### src/rtl/assert_macros.svh
// ----------------------------------------------------------------------------
// Assertion macros
// Clocked, reset-qualified assertion shorthands for the compensation block.
// ----------------------------------------------------------------------------
`ifndef ASSERT_MACROS_SVH
`define ASSERT_MACROS_SVH

// Plain property, sampled on clk, off while rst_n is low.
`define PSC_ASSERT(label, prop, msg) \
  label: assert property (@(posedge clk) disable iff (!rst_n) (prop)) else $error(msg);

// Same-cycle implication.
`define PSC_ASSERT_IMPLY(label, ante, cons, msg) \
  label: assert property (@(posedge clk) disable iff (!rst_n) (ante) |-> (cons)) else $error(msg);

`endif

### src/rtl/psc_pkg.sv
// ----------------------------------------------------------------------------
// psc_pkg
// Shared types and constants of the pressure sensor compensation block.
// ----------------------------------------------------------------------------
package psc_pkg;

  localparam int unsigned RAW_P_W    = 20;
  localparam int unsigned RAW_T_W    = 20;
  localparam int unsigned RAW_H_W    = 16;
  localparam int unsigned HUM_W      = 17;
  localparam int unsigned DIV_W      = 64;
  localparam int unsigned CFG_ADDR_W = 3;
  localparam int unsigned CFG_DATA_W = 64;
  localparam int unsigned IN_DATA_W  = 56;
  localparam int unsigned OUT_DATA_W = 88;
  localparam int unsigned SIDE_W     = 32 + HUM_W + 1;

  localparam int unsigned PRESS_FINE_OFS = 128000;
  localparam int unsigned P_BASE         = 1048576;
  localparam int unsigned P_SCALE        = 3125;
  localparam int unsigned HUM_FINE_OFS   = 76800;
  localparam int unsigned HUM_MAX        = 419430400;
  localparam int unsigned HUM_ADD        = 2097152;
  localparam int unsigned HUM_RND        = 16384;
  localparam int unsigned HUM_K          = 32768;
  localparam int unsigned HUM_RND2       = 8192;
  localparam int unsigned HUM_OUT_MAX    = 102400;

  typedef enum logic [CFG_ADDR_W-1:0] {
    CFG_TEMP     = 3'd0,
    CFG_PRESS_LO = 3'd1,
    CFG_PRESS_HI = 3'd2,
    CFG_MIXED    = 3'd3,
    CFG_HUM      = 3'd4,
    CFG_HAS_HUM  = 3'd5
  } cfg_reg_t;

  typedef struct packed {
    logic               has_hum;
    logic        [15:0] t1;
    logic signed [15:0] t2;
    logic signed [15:0] t3;
    logic        [15:0] p1;
    logic signed [15:0] p2;
    logic signed [15:0] p3;
    logic signed [15:0] p4;
    logic signed [15:0] p5;
    logic signed [15:0] p6;
    logic signed [15:0] p7;
    logic signed [15:0] p8;
    logic signed [15:0] p9;
    logic        [7:0]  h1;
    logic signed [15:0] h2;
    logic        [7:0]  h3;
    logic signed [11:0] h4;
    logic signed [11:0] h5;
    logic signed [7:0]  h6;
  } coeff_t;

endpackage

### src/rtl/psc_temp.sv
// ----------------------------------------------------------------------------
// psc_temp
// Four-stage temperature pipeline: fine-temperature term and output value.
// ----------------------------------------------------------------------------
module psc_temp import psc_pkg::*; (
  input  logic               clk,
  input  logic               rst_n,
  input  logic               en,
  input  logic               in_valid,
  input  logic [RAW_P_W-1:0] raw_p,
  input  logic [RAW_T_W-1:0] raw_t,
  input  logic [RAW_H_W-1:0] raw_h,
  input  coeff_t             coeff,
  output logic               valid,
  output logic [31:0]        fine,
  output logic [31:0]        temp,
  output logic [RAW_P_W-1:0] raw_p_o,
  output logic [RAW_H_W-1:0] raw_h_o
);

  logic               v_r [0:3];
  logic [RAW_P_W-1:0] rp_r [0:3];
  logic [RAW_H_W-1:0] rh_r [0:3];
  logic [31:0] pa_r, pb_r, v1_r, m_r, fine3_r, fine4_r, temp_r;
  logic [31:0] a, b, t2x, t3x, bb, t5;
  logic [31:0] pa_nxt, pb_nxt, v1_nxt, m_nxt, fine_nxt, temp_nxt;

  assign t2x = 32'($signed(coeff.t2));
  assign t3x = 32'($signed(coeff.t3));
  assign a   = 32'(raw_t >> 3) - 32'({coeff.t1, 1'b0});
  assign b   = 32'(raw_t >> 4) - 32'(coeff.t1);
  assign pa_nxt = a * t2x;
  assign pb_nxt = b * b;

  assign v1_nxt = 32'($signed(pa_r) >>> 11);
  assign bb     = 32'($signed(pb_r) >>> 12);
  assign m_nxt  = bb * t3x;

  assign fine_nxt = v1_r + 32'($signed(m_r) >>> 14);

  assign t5       = fine3_r * 32'd5 + 32'd128;
  assign temp_nxt = 32'($signed(t5) >>> 8);

  always_ff @(posedge clk) begin
    if (!rst_n) begin
      for (int i = 0; i < 4; i++) v_r[i] <= 1'b0;
    end else if (en) begin
      v_r[0] <= in_valid;
      for (int i = 1; i < 4; i++) v_r[i] <= v_r[i-1];
    end
  end

  always_ff @(posedge clk) begin
    if (en) begin
      rp_r[0] <= raw_p;
      rh_r[0] <= raw_h;
      for (int i = 1; i < 4; i++) begin
        rp_r[i] <= rp_r[i-1];
        rh_r[i] <= rh_r[i-1];
      end
      pa_r    <= pa_nxt;
      pb_r    <= pb_nxt;
      v1_r    <= v1_nxt;
      m_r     <= m_nxt;
      fine3_r <= fine_nxt;
      fine4_r <= fine3_r;
      temp_r  <= temp_nxt;
    end
  end

  assign valid   = v_r[3];
  assign fine    = fine4_r;
  assign temp    = temp_r;
  assign raw_p_o = rp_r[3];
  assign raw_h_o = rh_r[3];

endmodule

### config.mk
export PLATFORM = sky130hd
export DESIGN_NAME = psc_temp
export DESIGN_NICKNAME = d
export VERILOG_FILES = /design/src/rtl/assert_macros.svh /design/src/rtl/psc_pkg.sv /design/src/rtl/psc_temp.sv
export SDC_FILE = /design/constraint.sdc
export NUM_CORES = 2
export LEC_CHECK = 0
export ABC_AREA = 1
export CORE_MARGIN = 2
export CORE_UTILIZATION = 44
export CTS_BUF_LIST = sky130_fd_sc_hd__clkbuf_4 sky130_fd_sc_hd__clkbuf_8
export CTS_CLUSTER_SIZE = 14
export DETAILED_ROUTE_END_ITERATION = 8
export DONT_BUFFER_PORTS = 1
export PLACE_DENSITY = 0.57
export SLEW_MARGIN = 0
export SYNTH_ARGS = -nofsm -noshare
export SYNTH_HDL_FRONTEND = slang
export SYNTH_SLANG_ARGS = --single-unit
### constraint.sdc
create_clock -name clk -period 10.7 [get_ports clk]
set_clock_uncertainty 0.2 [all_clocks]
set_input_delay 0.535 -clock clk [delete_from_list [all_inputs] [get_ports clk]]
set_output_delay 0.535 -clock clk [all_outputs]
set_load 0.01 [all_outputs]
==> metrics <==
status=complete, no violations; Overflow after GRT=0; Seq/Total Area, Yosys=20.5%; number of global-route vias before repair=31.4k; CP dominant cell by count=inv_1; Setup-failing EPs final=0; Setup Fix Bufs, Post-CTS=0; CTS Sinks=296; Yosys reg bits=296; Layout fillers=9372; slowest stage delay, CP=0.84 ns; WS Path Type=in2reg; total track usage=20.9%; first-pass GRT wire length=167000 µm; wire per inst=17.0 µm; Post-Syn Area=43200 µm²; synth cell count leaders=inv_1 (1232), nand2_1 (929), fa_1 (819); max-slew violations=0; Max Freq=122 MHz; area of the die=101000 µm²; initial core utilization=44.6%; max_cap viols=0; register clock-pin slew on the reported worst setup and hold paths=0.05 ns; DR vias/cell=4.97; # port buffers=0; nets@finish=6122; period utilization=76.5%; chip width=317 µm; I/O pins=418; core area=97000 µm²; Data arrival, critical path=8.35 ns; Multi-input gate area=29000 µm²; Syn. warnings=0; type of origin of the critical path=primary input; H-Tree Level Count=2; Unique masters post-synth=52; Setup TNS=0 ns; Reg area=8860 µm²; biggest area consumer among synthesized cells=fa_1; post-cts hold buffer count=40; Slew headroom=31.4%; Die H=317 µm; ys async rst share=0%; Worst Path Max Fanout=21; Synth area leaders=fa_1 (38%), edfxtp_1 (20%), inv_1 (11%); gpl congestion=0.897; DR vias=29.7k; actual slew at the worst max-slew pin=1.03 ns; critical path required time=10.87 ns; largest net degree at the start of global routing=295; Post-Synthesis Cells=4677; syn_area_per_cell=9.24 µm²; most numerous cell in the Yosys netlist=inv_1; Critical Path Slowest Stage Cell=inv_1; Worst-Skew Late Latency=0.62 ns; fraction of layout cells with a size suffix above 1=3.64%; DRT iter0 DRCs=1793; area grow syn2layout=5.94%; CTS tree=done; CP endpoint kind=flip-flop; DR pass1 iterations=8; Inserted Clock Buffers=50; Hold Vio Cnt, Final=0; FP Rows=114; post-route ant nets=0; EDFF count, synth=293; area share of the largest cell type after synthesis=37.9%; syn_nets=6144; Tmin final=8.19 ns; PostCTS Resize Cnt=0; Total Wirelength=101000 µm; CTS root buf=clkbuf_8; Synth Flop Type=edfxtp_1; Worst Hold Class=reg2reg; initial antenna violation count=1; Clock Tree Buf Depth=3; Hold WS=0.197 ns; RSZ-0062 raised after global routing=false; DRC Markers=0; hpwl dp=81300 µm
[flip-flops by register name, summed over array words and instances, names as in the netlist]
name     cells
pb_r        20
v1_r        21
rp_r        80
fine3_r     22
fine        22
rh_r        64
pa_r        21
m_r         18
temp        24
v_r          4
[critical path: cells and delay by family]
kind            cells  cell delay [ns]
simple gates        8             1.75
fa+ha+maj           9             4.23
buf+inv            10             1.54
xor+xnor            1             0.08
compound gates      1             0.19
[per-stage QoR]
stage / cell area (µm²) / setup slack (ns) / cells / utilization [%]
5_1_grt: 45800 / 2.07 / 5970 / 47.2
3_3_place_gp: 44300 / 1.95 / 5838 / 45.7
2_1_floorplan: 43200 / 3.63 / 4677 / -
3_5_place_dp: 44300 / 1.99 / 5838 / 45.7
6_report: 45800 / 2.51 / 5970 / 47.2
4_1_cts: 45800 / 2.66 / 5968 / 47.2
[cells by family (layout without fill, tap and decap cells)]
kind of cell / after synthesis / in the layout / synth area share [%]
adders and majority gates: 1150 / 1150 / 47.5
AOI/OAI and AO/OA: 305 / 305 / 4.04
xor gates and xnor gates: 121 / 121 / 2.47
buffers and inverters: 1382 / 1398 / 12.3
and+or+nand+nor: 1423 / 1423 / 13.2
other: 0 / 1 / 0
DFF: 296 / 296 / 20.5
[metal layers]
| layer | track usage (%) | wire length, µm | up-vias |
|---|---|---|---|
| li1 | - | - | 13800 |
| met1 | 28.7 | 44400 | 15000 |
| met2 | 35.7 | 49800 | 736 |
| met3 | 2.93 | 5700 | 83 |
| met4 | 3.56 | 1410 | 0 |
| met5 | 0 | 0 | - |
[cell usage in the layout (no fill, tap or decap), drive strengths merged, types with 81 or more instances in the layout]
cell | Yosys | final
xor2 | 85 | 85
a21oi | 152 | 152
nor2 | 325 | 325
inv | 1241 | 1243
nand3 | 81 | 81
edfxtp | 293 | 293
nand2 | 937 | 937
ha | 331 | 331
fa | 819 | 819
o21ai | 81 | 81
[final timing paths]
kind,startpoint,endpoint,slack (ns),cells after the start
setup / recovery,raw_t[4],pb_r[30],2.51,29
hold / removal,rp_r[2][19],rp_r[3][19],0.20,0
setup reg to reg,pb_r[31],m_r[31],4.19,20
hold reg to reg,rp_r[2][19],rp_r[3][19],0.20,0
[cell type report]
class / instances / area share, %
Clock buffer: 73 / 1.88
Timing Repair Buffer: 64 / 1.35
Antenna cell: 1 / 0.00547
Multi-Input combinational cell: 2999 / 63.4
Tap cell: 1276 / 3.49
Inverter: 1244 / 10.2
Clock inverter: 17 / 0.312
Sequential cell: 296 / 19.3
Power is left out: the tool's default activity adds up to more than one toggle a clock period on the data nets, which glitch-free logic cannot reach.
